[src/design/hid_boot_report_to_ascii_top_assert.svh]
// Assertion macros used by the keyboard report translator merge module
`ifndef HID_BOOT_REPORT_TO_ASCII_TOP_ASSERT_SVH
`define HID_BOOT_REPORT_TO_ASCII_TOP_ASSERT_SVH

`ifndef NO_ASSERTIONS
// Checked outside reset
`define HBRA_ASSERT(lbl, clk, rstn, prop) \
    lbl: assert property (@(posedge clk) disable iff (!rstn) prop) \
        else $error("hbra assertion failed");
// Checked at every edge, reset included
`define HBRA_ASSERT_RST(lbl, clk, prop) \
    lbl: assert property (@(posedge clk) prop) \
        else $error("hbra reset assertion failed");
`else
`define HBRA_ASSERT(lbl, clk, rstn, prop)
`define HBRA_ASSERT_RST(lbl, clk, prop)
`endif

`endif

[src/design/hbra_pkg.sv]
// Types, constants and character ROMs for the keyboard report translator
`timescale 1ns / 1ps

package hbra_pkg;

    localparam int KEY_SLOTS = 6;
    localparam int IN_KEYS   = 6;

    localparam logic [7:0] MOD_CTRL_MASK  = 8'h11;
    localparam logic [7:0] MOD_SHIFT_MASK = 8'h22;

    typedef logic [7:0] key_t;
    typedef logic [6:0] char_t;
    typedef key_t  [KEY_SLOTS-1:0] key_vec_t;
    typedef char_t [KEY_SLOTS-1:0] char_vec_t;

    typedef struct packed {
        logic  hit;
        char_t ch;
    } lane_res_t;

    // Captured lane results of one report
    typedef struct packed {
        logic                 valid;
        logic [KEY_SLOTS-1:0] hit;
        char_vec_t            ch;
    } cap_t;

    function automatic char_t rom_plain(input logic [6:0] idx);
        char_t c;
        c = '0;
        if (idx >= 7'h04 && idx <= 7'h1D) begin
            c = 7'h61 + (idx - 7'h04);
        end else if (idx >= 7'h1E && idx <= 7'h26) begin
            c = 7'h31 + (idx - 7'h1E);
        end else if (idx >= 7'h59 && idx <= 7'h61) begin
            c = 7'h31 + (idx - 7'h59);
        end else begin
            unique case (idx)
                7'h27: c = 7'h30;
                7'h28: c = 7'h0A;
                7'h29: c = 7'h1B;
                7'h2A: c = 7'h08;
                7'h2B: c = 7'h09;
                7'h2C: c = 7'h20;
                7'h2D: c = 7'h2D;
                7'h2E: c = 7'h3D;
                7'h2F: c = 7'h5B;
                7'h30: c = 7'h5D;
                7'h31: c = 7'h5C;
                7'h33: c = 7'h3B;
                7'h34: c = 7'h27;
                7'h35: c = 7'h60;
                7'h36: c = 7'h2C;
                7'h37: c = 7'h2E;
                7'h38: c = 7'h2F;
                7'h54: c = 7'h2F;
                7'h55: c = 7'h2A;
                7'h56: c = 7'h2D;
                7'h57: c = 7'h2B;
                7'h58: c = 7'h0A;
                7'h62: c = 7'h30;
                7'h63: c = 7'h2E;
                default: c = '0;
            endcase
        end
        return c;
    endfunction

    function automatic char_t rom_shift(input logic [6:0] idx);
        char_t c;
        c = '0;
        if (idx >= 7'h04 && idx <= 7'h1D) begin
            c = 7'h41 + (idx - 7'h04);
        end else begin
            unique case (idx)
                7'h1E: c = 7'h21;
                7'h1F: c = 7'h40;
                7'h20: c = 7'h23;
                7'h21: c = 7'h24;
                7'h22: c = 7'h25;
                7'h23: c = 7'h5E;
                7'h24: c = 7'h26;
                7'h25: c = 7'h2A;
                7'h26: c = 7'h28;
                7'h27: c = 7'h29;
                7'h28: c = 7'h0A;
                7'h29: c = 7'h1B;
                7'h2A: c = 7'h08;
                7'h2B: c = 7'h09;
                7'h2C: c = 7'h20;
                7'h2D: c = 7'h5F;
                7'h2E: c = 7'h2B;
                7'h2F: c = 7'h7B;
                7'h30: c = 7'h7D;
                7'h31: c = 7'h7C;
                7'h33: c = 7'h3A;
                7'h34: c = 7'h22;
                7'h35: c = 7'h7E;
                7'h36: c = 7'h3C;
                7'h37: c = 7'h3E;
                7'h38: c = 7'h3F;
                default: c = '0;
            endcase
        end
        return c;
    endfunction

endpackage

[src/design/hbra_lane.sv]
// One key slot: new-press detection and character translation
`timescale 1ns / 1ps

module hbra_lane (
    input  hbra_pkg::key_t      code_i,
    input  logic                shift_i,
    input  logic                ctrl_i,
    input  hbra_pkg::key_vec_t  prev_i,
    output hbra_pkg::lane_res_t res_o
);
    import hbra_pkg::*;

    logic  seen;
    char_t raw;
    char_t ch;
    logic  is_letter;

    always_comb begin
        seen = 1'b0;
        for (int i = 0; i < KEY_SLOTS; i++) begin
            if (prev_i[i] == code_i) begin
                seen = 1'b1;
            end
        end
    end

    assign raw = shift_i ? rom_shift(code_i[6:0]) : rom_plain(code_i[6:0]);

    assign is_letter = (raw >= 7'h61 && raw <= 7'h7A) || (raw >= 7'h41 && raw <= 7'h5A);

    // Ctrl folds both letter cases onto 1..26
    assign ch = (ctrl_i && is_letter) ? {2'b00, raw[4:0]} : raw;

    assign res_o.hit = (code_i != '0) && !code_i[7] && !seen && (ch != '0);
    assign res_o.ch  = ch;

endmodule

[src/design/hbra_merge.sv]
// Merge stage: emit the captured lane characters in slot order
`timescale 1ns / 1ps
`include "hid_boot_report_to_ascii_top_assert.svh"

module hbra_merge (
    input  logic                aclk,
    input  logic                aresetn,
    input  hbra_pkg::cap_t      cap_i,
    output logic                take_o,
    output logic                m_valid,
    input  logic                m_ready,
    output hbra_pkg::char_t     m_ascii_char,
    output logic                m_last_of_run
);
    import hbra_pkg::*;

    logic [KEY_SLOTS-1:0] mask_reg, mask_next;
    char_vec_t            ch_reg, ch_next;
    logic [KEY_SLOTS-1:0] low_bit;
    logic [KEY_SLOTS-1:0] rest;
    logic                 free;
    char_t                sel;

    assign low_bit = mask_reg & (-mask_reg);
    assign rest    = mask_reg & ~low_bit;

    assign m_valid       = (mask_reg != '0);
    assign m_last_of_run = (rest == '0);

    // Reload when empty or once the final character is leaving
    assign free   = !m_valid || (m_ready && m_last_of_run);
    assign take_o = cap_i.valid && free;

    always_comb begin
        sel = '0;
        for (int i = 0; i < KEY_SLOTS; i++) begin
            if (low_bit[i]) begin
                sel = sel | ch_reg[i];
            end
        end
    end

    assign m_ascii_char = sel;

    always_comb begin
        mask_next = mask_reg;
        ch_next   = ch_reg;
        priority if (take_o) begin
            mask_next = cap_i.hit;
            ch_next   = cap_i.ch;
        end else if (m_valid && m_ready) begin
            mask_next = rest;
        end
    end

    always_ff @(posedge aclk) begin
        if (!aresetn) begin
            mask_reg <= '0;
        end else begin
            mask_reg <= mask_next;
        end
        ch_reg <= ch_next;
    end

    `HBRA_ASSERT(a_char_nonzero, aclk, aresetn, m_valid |-> (m_ascii_char != '0))
    `HBRA_ASSERT(a_run_continues, aclk, aresetn, (m_valid && m_ready && !m_last_of_run) |=> m_valid)
    `HBRA_ASSERT_RST(a_reset_empty, aclk, !aresetn |=> !m_valid)

endmodule

[src/design/hid_boot_report_to_ascii_top.sv]
// Keyboard boot report to ASCII translator, top level
// An accepted item passes through the capture register and then the merge register, whence its characters leave.
// Throughput: one character per cycle while m_ready is high; the merge register takes the next
// item as the last character of the current one leaves.
// The six lanes look up all slots at once against the stored previous codes.
// Reset (aresetn, synchronous, active low) clears the previous codes and empties both stages.
`timescale 1ns / 1ps

module hid_boot_report_to_ascii_top (
    input  logic            aclk,
    input  logic            aresetn,
    input  logic            s_valid,
    output logic            s_ready,
    input  hbra_pkg::key_t  s_modifiers,
    input  hbra_pkg::key_t  s_key_a,
    input  hbra_pkg::key_t  s_key_b,
    input  hbra_pkg::key_t  s_key_c,
    input  hbra_pkg::key_t  s_key_d,
    input  hbra_pkg::key_t  s_key_e,
    input  hbra_pkg::key_t  s_key_f,
    output logic            m_valid,
    input  logic            m_ready,
    output hbra_pkg::char_t m_ascii_char,
    output logic            m_last_of_run
);
    import hbra_pkg::*;

    key_t      in_keys [IN_KEYS];
    key_vec_t  codes;
    key_vec_t  prev_reg;
    lane_res_t lane_res [KEY_SLOTS];
    cap_t      cap_reg, cap_next;
    logic      shift, ctrl, accept, take;

    assign in_keys[0] = s_key_a;
    assign in_keys[1] = s_key_b;
    assign in_keys[2] = s_key_c;
    assign in_keys[3] = s_key_d;
    assign in_keys[4] = s_key_e;
    assign in_keys[5] = s_key_f;

    assign shift = |(s_modifiers & MOD_SHIFT_MASK);
    assign ctrl  = |(s_modifiers & MOD_CTRL_MASK);

    assign s_ready = !cap_reg.valid || take;
    assign accept  = s_valid && s_ready;

    for (genvar g = 0; g < KEY_SLOTS; g++) begin : g_lane
        // Slots past the report's fields read as no key
        if (g < IN_KEYS) begin : g_in
            assign codes[g] = in_keys[g];
        end else begin : g_zero
            assign codes[g] = '0;
        end

        hbra_lane u_lane (
            .code_i  (codes[g]),
            .shift_i (shift),
            .ctrl_i  (ctrl),
            .prev_i  (prev_reg),
            .res_o   (lane_res[g])
        );
    end

    always_comb begin
        cap_next = cap_reg;
        if (take) begin
            cap_next.valid = 1'b0;
        end
        if (accept) begin
            cap_next.valid = 1'b1;
            for (int i = 0; i < KEY_SLOTS; i++) begin
                cap_next.hit[i] = lane_res[i].hit;
                cap_next.ch[i]  = lane_res[i].ch;
            end
        end
    end

    always_ff @(posedge aclk) begin
        if (!aresetn) begin
            cap_reg  <= '0;
            prev_reg <= '0;
        end else begin
            cap_reg <= cap_next;
            // Store raw codes at once so the next item compares against them
            if (accept) begin
                prev_reg <= codes;
            end
        end
    end

    hbra_merge u_merge (
        .aclk          (aclk),
        .aresetn       (aresetn),
        .cap_i         (cap_reg),
        .take_o        (take),
        .m_valid       (m_valid),
        .m_ready       (m_ready),
        .m_ascii_char  (m_ascii_char),
        .m_last_of_run (m_last_of_run)
    );

endmodule
[config.mk]
export PLATFORM = sky130hd
export DESIGN_NAME = hid_boot_report_to_ascii_top
export DESIGN_NICKNAME = d
export VERILOG_FILES = /design/src/design/hbra_pkg.sv /design/src/design/hbra_lane.sv /design/src/design/hbra_merge.sv /design/src/design/hid_boot_report_to_ascii_top.sv
export VERILOG_INCLUDE_DIRS = /design/src /design/src/design
export SDC_FILE = /design/constraint.sdc
export NUM_CORES = 1
export LEC_CHECK = 0
export ABC_AREA = 1
export BUFFER_PORTS_ARGS = -buffer_cell sky130_fd_sc_hd__buf_2
export CORE_UTILIZATION = 45
export CTS_CLUSTER_DIAMETER = 120
export DETAILED_ROUTE_END_ITERATION = 10
export MAX_ROUTING_LAYER = met4
export PLACE_DENSITY_LB_ADDON = 0.2
export SYNTH_ARGS = -nofsm -noshare
export SYNTH_HDL_FRONTEND = slang
export SYNTH_HIERARCHICAL = 1
export SYNTH_SLANG_ARGS = --single-unit
[constraint.sdc]
create_clock -name aclk -period 2.7 [get_ports aclk]
set_clock_uncertainty 0.05 [all_clocks]
set_input_delay 0.135 -clock aclk [delete_from_list [all_inputs] [get_ports aclk]]
set_output_delay 0.135 -clock aclk [all_outputs]
set_load 0.005 [all_outputs]
==> results of run 1 <==
per-stage QoR:
| stage | instance area (sq um) | instances | hold WS [ns] | power [mW] | worst slack [ns] |
|---|---|---|---|---|---|
| 2_1_floorplan | 20900 | 3513 | 0.223 | 6.81 | 0.149 |
| 3_3_place_gp | 23000 | 4265 | 0.362 | 8.48 | 0.0176 |
| 3_5_place_dp | 23000 | 4265 | 0.365 | 8.52 | 0.0170 |
| 4_1_cts | 23600 | 4297 | 0.0431 | 10.9 | 0.111 |
| 5_1_grt | 23600 | 4298 | 0.0756 | 11.6 | 0.0761 |
| 6_report | 23600 | 4298 | 0.0614 | 10.9 | 0.268 |
tightest hold or removal path, stage by stage:
cell and delay [ns]:
sky130_fd_sc_hd__buf_2 0.09, sky130_fd_sc_hd__nand2_2 0.06, sky130_fd_sc_hd__nand2_4 0.11, sky130_fd_sc_hd__a21oi_1 0.08
routing by layer:
metal,global-route usage,vias to the layer above,part of all wire
li1,-,11600,-
met1,0.423,10600,0.45
met2,0.513,960,0.46
met3,0.0258,155,0.067
met4,0.102,0,0.032
met5,-,-,0
worst paths after layout:
kind | to | cells past startpoint
max | s_ready | 9
max reg2reg | cap_reg[44]$_SDFFE_PN0P_ | 12
min reg2reg | u_merge/ch_reg[24]$_DFFE_PP_ | 0
min | u_merge/mask_reg[0]$_SDFFE_PN0P_ | 4
what timing repair did:
| action | CTS | global route |
|---|---|---|
| endpoints found under the setup margin | 0 | 1 |
| gates resized for setup | 0 | 1 |
| endpoints found under the hold margin | 0 | 0 |
cells in the final DEF (no fill, tap or decap), types with 5 or more instances in the layout:
| master | Yosys | final |
|---|---|---|
| sky130_fd_sc_hd__o2111ai_1 | 19 | 19 |
| sky130_fd_sc_hd__o21ai_1 | 12 | 12 |
| sky130_fd_sc_hd__nand3_2 | 17 | 17 |
| sky130_fd_sc_hd__nor2_4 | 9 | 9 |
| sky130_fd_sc_hd__o211ai_1 | 31 | 31 |
| sky130_fd_sc_hd__and2_1 | 6 | 6 |
| sky130_fd_sc_hd__nand3b_1 | 9 | 9 |
| sky130_fd_sc_hd__a21oi_2 | 6 | 6 |
| sky130_fd_sc_hd__edfxtp_1 | 42 | 42 |
| sky130_fd_sc_hd__o211ai_2 | 5 | 5 |
| sky130_fd_sc_hd__inv_1 | 353 | 353 |
| sky130_fd_sc_hd__o21ai_0 | 123 | 123 |
| sky130_fd_sc_hd__nand2_4 | 9 | 9 |
| sky130_fd_sc_hd__buf_12 | 0 | 13 |
| sky130_fd_sc_hd__nor2_2 | 17 | 17 |
| sky130_fd_sc_hd__buf_4 | 30 | 242 |
| sky130_fd_sc_hd__a31oi_1 | 6 | 6 |
| sky130_fd_sc_hd__nor4_1 | 22 | 22 |
| sky130_fd_sc_hd__clkbuf_16 | 0 | 19 |
| sky130_fd_sc_hd__inv_4 | 5 | 5 |
| sky130_fd_sc_hd__nand3_1 | 309 | 309 |
| sky130_fd_sc_hd__xnor2_1 | 161 | 161 |
| sky130_fd_sc_hd__buf_2 | 85 | 63 |
| sky130_fd_sc_hd__inv_2 | 37 | 37 |
| sky130_fd_sc_hd__o22ai_1 | 9 | 9 |
| sky130_fd_sc_hd__dfxtp_1 | 103 | 102 |
| sky130_fd_sc_hd__nand2_2 | 44 | 43 |
| sky130_fd_sc_hd__nand2_1 | 993 | 993 |
| sky130_fd_sc_hd__a21oi_1 | 218 | 218 |
| sky130_fd_sc_hd__ha_1 | 112 | 112 |
| sky130_fd_sc_hd__or2_2 | 58 | 58 |
| sky130_fd_sc_hd__nor2_1 | 380 | 380 |
| sky130_fd_sc_hd__nor3_1 | 29 | 29 |
| sky130_fd_sc_hd__xor2_1 | 88 | 88 |
| sky130_fd_sc_hd__nand4_1 | 83 | 83 |
synth_stat cells (3+ instances only):
master                      instances
sky130_fd_sc_hd__nand3_2           17
sky130_fd_sc_hd__buf_6             29
sky130_fd_sc_hd__a221oi_1           3
sky130_fd_sc_hd__buf_4             30
sky130_fd_sc_hd__o211ai_1          31
sky130_fd_sc_hd__clkbuf_1          20
sky130_fd_sc_hd__a21oi_1          218
sky130_fd_sc_hd__o211ai_2           5
sky130_fd_sc_hd__nand2_2           44
sky130_fd_sc_hd__nor4_1            22
sky130_fd_sc_hd__ha_1             112
sky130_fd_sc_hd__nand3b_1           9
sky130_fd_sc_hd__xnor2_1          161
sky130_fd_sc_hd__nor2_8             4
sky130_fd_sc_hd__and2_1             6
sky130_fd_sc_hd__nor2_4             9
sky130_fd_sc_hd__inv_4              5
sky130_fd_sc_hd__nor2_1           380
sky130_fd_sc_hd__buf_1              3
sky130_fd_sc_hd__edfxtp_1          42
sky130_fd_sc_hd__nor2_2            17
sky130_fd_sc_hd__inv_2             37
sky130_fd_sc_hd__o22ai_1            9
sky130_fd_sc_hd__inv_1            353
sky130_fd_sc_hd__a21oi_2            6
sky130_fd_sc_hd__nor3_1            29
sky130_fd_sc_hd__xor2_1            88
sky130_fd_sc_hd__nand2_1          993
sky130_fd_sc_hd__or4_1              4
sky130_fd_sc_hd__o21ai_2            4
sky130_fd_sc_hd__nand3_1          309
sky130_fd_sc_hd__o21ai_0          123
sky130_fd_sc_hd__o2111ai_1         19
sky130_fd_sc_hd__or2_2             58
sky130_fd_sc_hd__nand2_4            9
sky130_fd_sc_hd__dfxtp_1          103
sky130_fd_sc_hd__nand4_1           83
sky130_fd_sc_hd__a31oi_1            6
sky130_fd_sc_hd__buf_2             85
sky130_fd_sc_hd__o21ai_1           12
power groups by stage:
stage | logic [mW] | registers, mW | clock network (mW)
final | 5.16 | 3.41 | 2.35
after global routing | 5.72 | 3.44 | 2.47
after CTS | 5.12 | 3.38 | 2.37
after detailed placement | 5.10 | 3.42 | 0
after global placement | 5.06 | 3.42 | 0
after floorplan | 3.62 | 3.18 | 0
cell type report:
class / count / area [sq um] / area share
multi-input cells: 2805 / 15000 / 0.637
flip-flops and latches: 145 / 3320 / 0.141
repair buffers: 319 / 2400 / 0.102
inverters: 396 / 1500 / 0.0638
well taps: 600 / 751 / 0.0318
clock buffers: 22 / 487 / 0.0206
clock inverters: 10 / 97.6 / 0.00414
diodes: 1 / 2.50 / 0.000106
kinds of logic after synthesis:
group,Yosys count,share of synthesized area
and+or+nand+nor,1997,0.425
xor gates and xnor gates,249,0.104
adders and majority gates,112,0.0671
buffers and inverters,563,0.123
DFF,145,0.159
AOI/OAI and AO/OA,447,0.122
==> impl_summary.log, run 1 <==
[metrics] result of the run: completed
[metrics] total die area: 0.0473 sq mm
[metrics] number of input and output port buffers inserted: 65
[metrics] Core Area: 0.0456 sq mm
[metrics] RSZ-0062 raised after global routing: false
[metrics] largest cells by area after synthesis: sky130_fd_sc_hd__nand2_1, sky130_fd_sc_hd__dfxtp_1, sky130_fd_sc_hd__nand3_1
[metrics] Bufs on Longest Clock Path: 2
[metrics] Hold Startpoint: m_ready
[metrics] I/O pin total: 70
[metrics] fmax: 411 MHz
[metrics] total overflow reported by the global router: 0
[metrics] global router's overall resource usage: 0.319
[metrics] drt initial violations: 2448
[metrics] number of slew-limit violations in the final report: 0
[metrics] initial core utilization: 0.458
[metrics] launching element of the worst setup path: u_merge/mask_reg[0]$_SDFFE_PN0P_
[metrics] Remaining DRCs: 0
[metrics] CP Cell Sequence: nor2_4, a21oi_1, nor2_1, nand4_1, nand2_2, inv_1, nand2_8, buf_4, buf_2
[metrics] detailed-route via count: 23400
[metrics] aggregate routed wire length: 73.5 mm
[metrics] P per Cell Area: 463 mW/mm^2
[metrics] filler cell count in the final layout: 4889
[metrics] post-CTS setup buffer count: 0
[metrics] layout cells sized above 1: 0.154
[metrics] clock tree from TritonCTS: built
[metrics] count of TritonRoute iterations in the first routing pass: 7
[metrics] Final min period: 2.43 ns
[metrics] type of element capturing the critical path: output port
[metrics] share of synthesized flip-flops with an asynchronous set or reset: 0
[metrics] Crit Path Class: flop to output port
[metrics] TritonCTS buffer count: 17
[metrics] share of the yosys chip area belonging to registers: 0.159
[metrics] category of the worst setup path launch point: flop
[metrics] number of warnings issued by yosys: 6
[metrics] via count of the first global-routing pass: 21300
[metrics] number of buffers inserted for hold repair after clock tree synthesis: 0
[metrics] Final Hold Violating Endpoints: 0
[metrics] count of standard-cell rows: 78
[metrics] peak supply drop: 0.417 mV
[metrics] portion of total power attributed to sequential cells: 0.312
[metrics] final worst-path cycle share: 0.901
[metrics] initial antenna violation count: 1
[metrics] gate count of the mapped netlist: 3513
[metrics] final layout net count: 3856
[metrics] antenna violation net count after detailed routing: 0
[metrics] routed vias/inst: 5.44
[metrics] average wire per cell in the routed design: 17.1 um
[metrics] leakage power total: 12.0 nW
[metrics] total internal power: 6.17 mW
[metrics] gp weighted congestion: 1.00
[metrics] Critical-path top delay cell: sky130_fd_sc_hd__dfxtp_1
[metrics] CTS sink cnt: 145
[metrics] signal arrival time at the worst endpoint: 2.25 ns
[metrics] first-pass GRT wire length: 117 mm
[metrics] remaining max-slew budget at the tightest pin: 0.505
[metrics] H-tree lvl count: 4
[metrics] leading area contributor after synthesis: sky130_fd_sc_hd__nand2_1
[metrics] root cell of the clock tree: sky130_fd_sc_hd__clkbuf_16
[metrics] fraction of post-synthesis cell area in the top cell type by area: 0.178
[metrics] Syn-to-layout area delta: 12.9%
[metrics] maximum single-stage delay on the critical path: 0.48 ns
[metrics] cell area after synthesis: 0.0209 sq mm
[metrics] number of maximum-capacitance violations: 0
[metrics] Clock Pin Slew Worst Setup and Hold Paths: 0.06 ns
[metrics] internal reg-to-reg setup slack: 0.33 ns
[metrics] cell type group with the largest total delay on the critical path: buffers and inverters
[metrics] launching point of the worst reg2reg path: prev_reg[27]$_SDFFE_PN0P_
[metrics] die boundary width: 217 um
[metrics] share of total power in combinational logic: 0.472
[metrics] max reg flops: 49
[metrics] average cell area after synthesis: 5.95 sq um
[metrics] final core utilization: 0.517
[metrics] Worst Hold Class: primary input to flop
[metrics] worst skew pair latency: 0.42 ns
[metrics] Final HPWL DP: 56.0 mm
[metrics] Switching Fraction: 0.435
[metrics] most used flip-flop cell after synthesis: sky130_fd_sc_hd__dfxtp_1
[metrics] power share of the clock group: 0.215
[metrics] #FFs+latches synth: 145
[metrics] number of buffer and inverter instances along the worst setup path: 3
[metrics] switching power: 4.75 mW
[metrics] required time at the endpoint of the critical path: 2.52 ns
[metrics] TNS Setup: 0 ns
[metrics] number of enable flip-flop cells after synthesis: 42
[metrics] maximum number of pins on one net before global-route repair: 86
[metrics] Worst Tran Pin Value: 0.742 ns
[metrics] final setup violation count: 0
[metrics] number of nets produced by synthesis: 3685
[metrics] highest fanout seen on the critical path: 49
[metrics] Die Y: 217 um
[metrics] number of different library cells in the post-synthesis netlist: 55
(Power assumes the default switching activity.)
==> run 2, diff against run 1 <==
--- a/config.mk
+++ b/config.mk
@@ -13,6 +13,7 @@
 export DETAILED_ROUTE_END_ITERATION = 10
 export MAX_ROUTING_LAYER = met4
 export PLACE_DENSITY_LB_ADDON = 0.2
+export RECOVER_POWER = 50
 export SYNTH_ARGS = -nofsm -noshare
 export SYNTH_HDL_FRONTEND = slang
 export SYNTH_HIERARCHICAL = 1
==> impl_summary.log, run 2 (synthesis gave the netlist of run 1 again) <==
[metrics] category of the worst setup path launch point: flop
[metrics] worst slack on hold paths: 0.0606 ns (-0.000775 ns)
[metrics] Clock Pin Slew Worst Setup and Hold Paths: 0.06 ns (about the same)
[metrics] number of slew-limit violations in the final report: 0 (unchanged)
[metrics] internal reg-to-reg setup slack: 0.27 ns (-0.06 ns)
[metrics] H-tree lvl count: 4 (unchanged)
[metrics] TritonCTS buffer count: 17 (unchanged)
[metrics] Hold Path End: u_merge/mask_reg[0]$_SDFFE_PN0P_
[metrics] clock tree from TritonCTS: built
[metrics] remaining max-slew budget at the tightest pin: 0.203 (-0.301)
[metrics] most common cell after layout, fill and taps aside: sky130_fd_sc_hd__nand2_1
[metrics] I/O pin total: 70 (unchanged)
[metrics] max reg flops: 49 (unchanged)
[metrics] initial antenna violation count: 1 (unchanged)
[metrics] Critical R2R Capture: u_merge/mask_reg[3]$_SDFFE_PN0P_
[metrics] signal arrival time at the worst endpoint: 2.25 ns (about the same)
[metrics] final standard cell area without fillers: 0.0236 sq mm (about the same)
[metrics] Remaining DRCs: 0 (unchanged)
[metrics] Worst Tran Pin Value: 1.20 ns (+0.453 ns)
[metrics] type of element capturing the critical path: output port
[metrics] launching point of the worst reg2reg path: u_merge/mask_reg[0]$_SDFFE_PN0P_
[metrics] cell depth of the worst flop-to-flop path: 8 (-4)
[metrics] Die Y: 217 um (unchanged)
[metrics] root cell of the clock tree: sky130_fd_sc_hd__clkbuf_16
[metrics] fmax: 411 MHz (about the same)
[metrics] highest fanout seen on the critical path: 49 (unchanged)
[metrics] global router's overall resource usage: 0.319 (unchanged)
[metrics] required time at the endpoint of the critical path: 2.52 ns (about the same)
[metrics] average wire per cell in the routed design: 17.1 um (about the same)
[metrics] number of maximum-capacitance violations: 0 (unchanged)
[metrics] depth of the worst hold-timing path: 4 (unchanged)
[metrics] filler cell count in the final layout: 4889 (unchanged)
[metrics] TNS Setup: 0 ns (unchanged)
[metrics] RSZ-0062 raised after global routing: false
[metrics] leakage power total: 12.0 nW (about the same)
[metrics] peak supply drop: 0.417 mV (-0.12%)
[metrics] maximum number of pins on one net before global-route repair: 86 (unchanged)
[metrics] overall power: 10.9 mW (about the same)
[metrics] initial core utilization: 0.458 (unchanged)
[metrics] number of input and output port buffers inserted: 65 (unchanged)
[metrics] Final Hold Violating Endpoints: 0 (unchanged)
[metrics] Final min period: 2.43 ns (+0.000800 ns)
[metrics] first-pass GRT wire length: 117 mm (unchanged)
[metrics] most frequent cells in the layout: sky130_fd_sc_hd__nand2_1, sky130_fd_sc_hd__nor2_1, sky130_fd_sc_hd__inv_1, sky130_fd_sc_hd__nand3_1, sky130_fd_sc_hd__buf_4
[metrics] Hold Startpoint: m_ready
[metrics] final layout net count: 3856 (unchanged)
[metrics] worst skew pair latency: 0.43 ns (about the same)
[metrics] cell area reported after detailed placement: 0.0230 sq mm (unchanged)
[metrics] via count of the first global-routing pass: 21300 (unchanged)
[metrics] Worst Hold Class: primary input to flop
[metrics] final setup violation count: 0 (unchanged)
[metrics] gp weighted congestion: 1.00 (unchanged)
[metrics] Core Area: 0.0456 sq mm (unchanged)
[metrics] CTS sink cnt: 145 (unchanged)
[metrics] total overflow reported by the global router: 0 (unchanged)
[metrics] drt initial violations: 2448 (unchanged)
[metrics] layout cells sized above 1: 0.154 (unchanged)
[metrics] routed vias/inst: 5.44 (about the same)
[metrics] count of standard-cell rows: 78 (unchanged)
[metrics] count of TritonRoute iterations in the first routing pass: 6 (-1)
[metrics] Crit Path Class: flop to output port
[metrics] detailed-route via count: 23400 (-0.021%)
[metrics] result of the run: completed
[metrics] Final HPWL DP: 56.0 mm (unchanged)
[metrics] Bufs on Longest Clock Path: 2 (unchanged)
[metrics] aggregate routed wire length: 73.5 mm (about the same)
[metrics] post-CTS setup buffer count: 0 (unchanged)
[metrics] number of buffers inserted for hold repair after clock tree synthesis: 0 (unchanged)
[metrics] final worst-path cycle share: 0.901 (about the same)
[metrics] die boundary width: 217 um (unchanged)
[metrics] Syn-to-layout area delta: 12.9% (about the same)
[metrics] antenna violation net count after detailed routing: 0 (unchanged)
[metrics] P per Cell Area: 463 mW/mm^2 (about the same)
[metrics] Gates resized, CTS repair: 0 (unchanged)
[metrics] total die area: 0.0473 sq mm (unchanged)
-- run 2: cell count changes in the layout (fill, tap and decap cells not counted), sizes merged --
cell / change
buf: -1
clkbuf: +1
-- run 2: worst max-delay path by stage --
stage / startpoint / endpoint / slack [ns]
2_1_floorplan: s_key_f[3] / cap_reg[47]$_SDFFE_PN0P_ / 0.15
3_3_place_gp: s_key_e[1] / cap_reg[46]$_SDFFE_PN0P_ / 0.02
5_1_grt: u_merge/mask_reg[0]$_SDFFE_PN0P_ / u_merge/mask_reg[3]$_SDFFE_PN0P_ / 0.05
4_1_cts: u_merge/mask_reg[1]$_SDFFE_PN0P_ / s_ready / 0.11
6_report: u_merge/mask_reg[0]$_SDFFE_PN0P_ / s_ready / 0.27
3_5_place_dp: s_key_d[3] / cap_reg[45]$_SDFFE_PN0P_ / 0.02
-- run 2: layer usage --
| layer | global-route usage | vias to the layer above | routed length [um] |
|---|---|---|---|
| met5 | - | - | 0 |
| met4 | 0.102 | 0 | 2360 |
| met3 | 0.0258 | 155 | 4980 |
| met2 | 0.513 | 959 | 33500 |
| met1 | 0.423 | 10600 | 32700 |
| li1 | - | 11600 | - |
-- run 2: critical path, stage by stage (launching register included) --
cell	delay, ns
sky130_fd_sc_hd__dfxtp_1	0.48
sky130_fd_sc_hd__nor2_4	0.09
sky130_fd_sc_hd__a21oi_1	0.25
sky130_fd_sc_hd__nor2_1	0.07
sky130_fd_sc_hd__nand4_1	0.08
sky130_fd_sc_hd__nand2_2	0.06
sky130_fd_sc_hd__inv_1	0.13
sky130_fd_sc_hd__nand2_8	0.23
sky130_fd_sc_hd__buf_4	0.28
sky130_fd_sc_hd__buf_2	0.13
-- run 2: layout make-up --
cell class | instances | area (sq um) | share of cell area
multi-input combinational | 2805 | 15000 | 0.637
sequential | 145 | 3320 | 0.141
tap | 600 | 751 | 0.0318
timing repair buffer | 319 | 2400 | 0.102
clock buffer | 22 | 487 | 0.0206
antenna | 1 | 2.50 | 0.000106
inverter | 396 | 1500 | 0.0638
clock inverter | 10 | 97.6 | 0.00414
-- run 2: per-stage QoR --
stage          std cells  utilization  setup slack [ns]
2_1_floorplan       3513            -             0.149
3_3_place_gp        4265        0.505            0.0176
3_5_place_dp        4265        0.505            0.0170
4_1_cts             4297        0.517             0.111
5_1_grt             4298        0.517            0.0550
6_report            4298        0.517             0.267
-- run 2: power breakdown --
part	switching, mW	internal (mW)
clock network	0.967	1.39
registers	0.603	2.82
logic	3.18	1.97
total	4.75	6.18
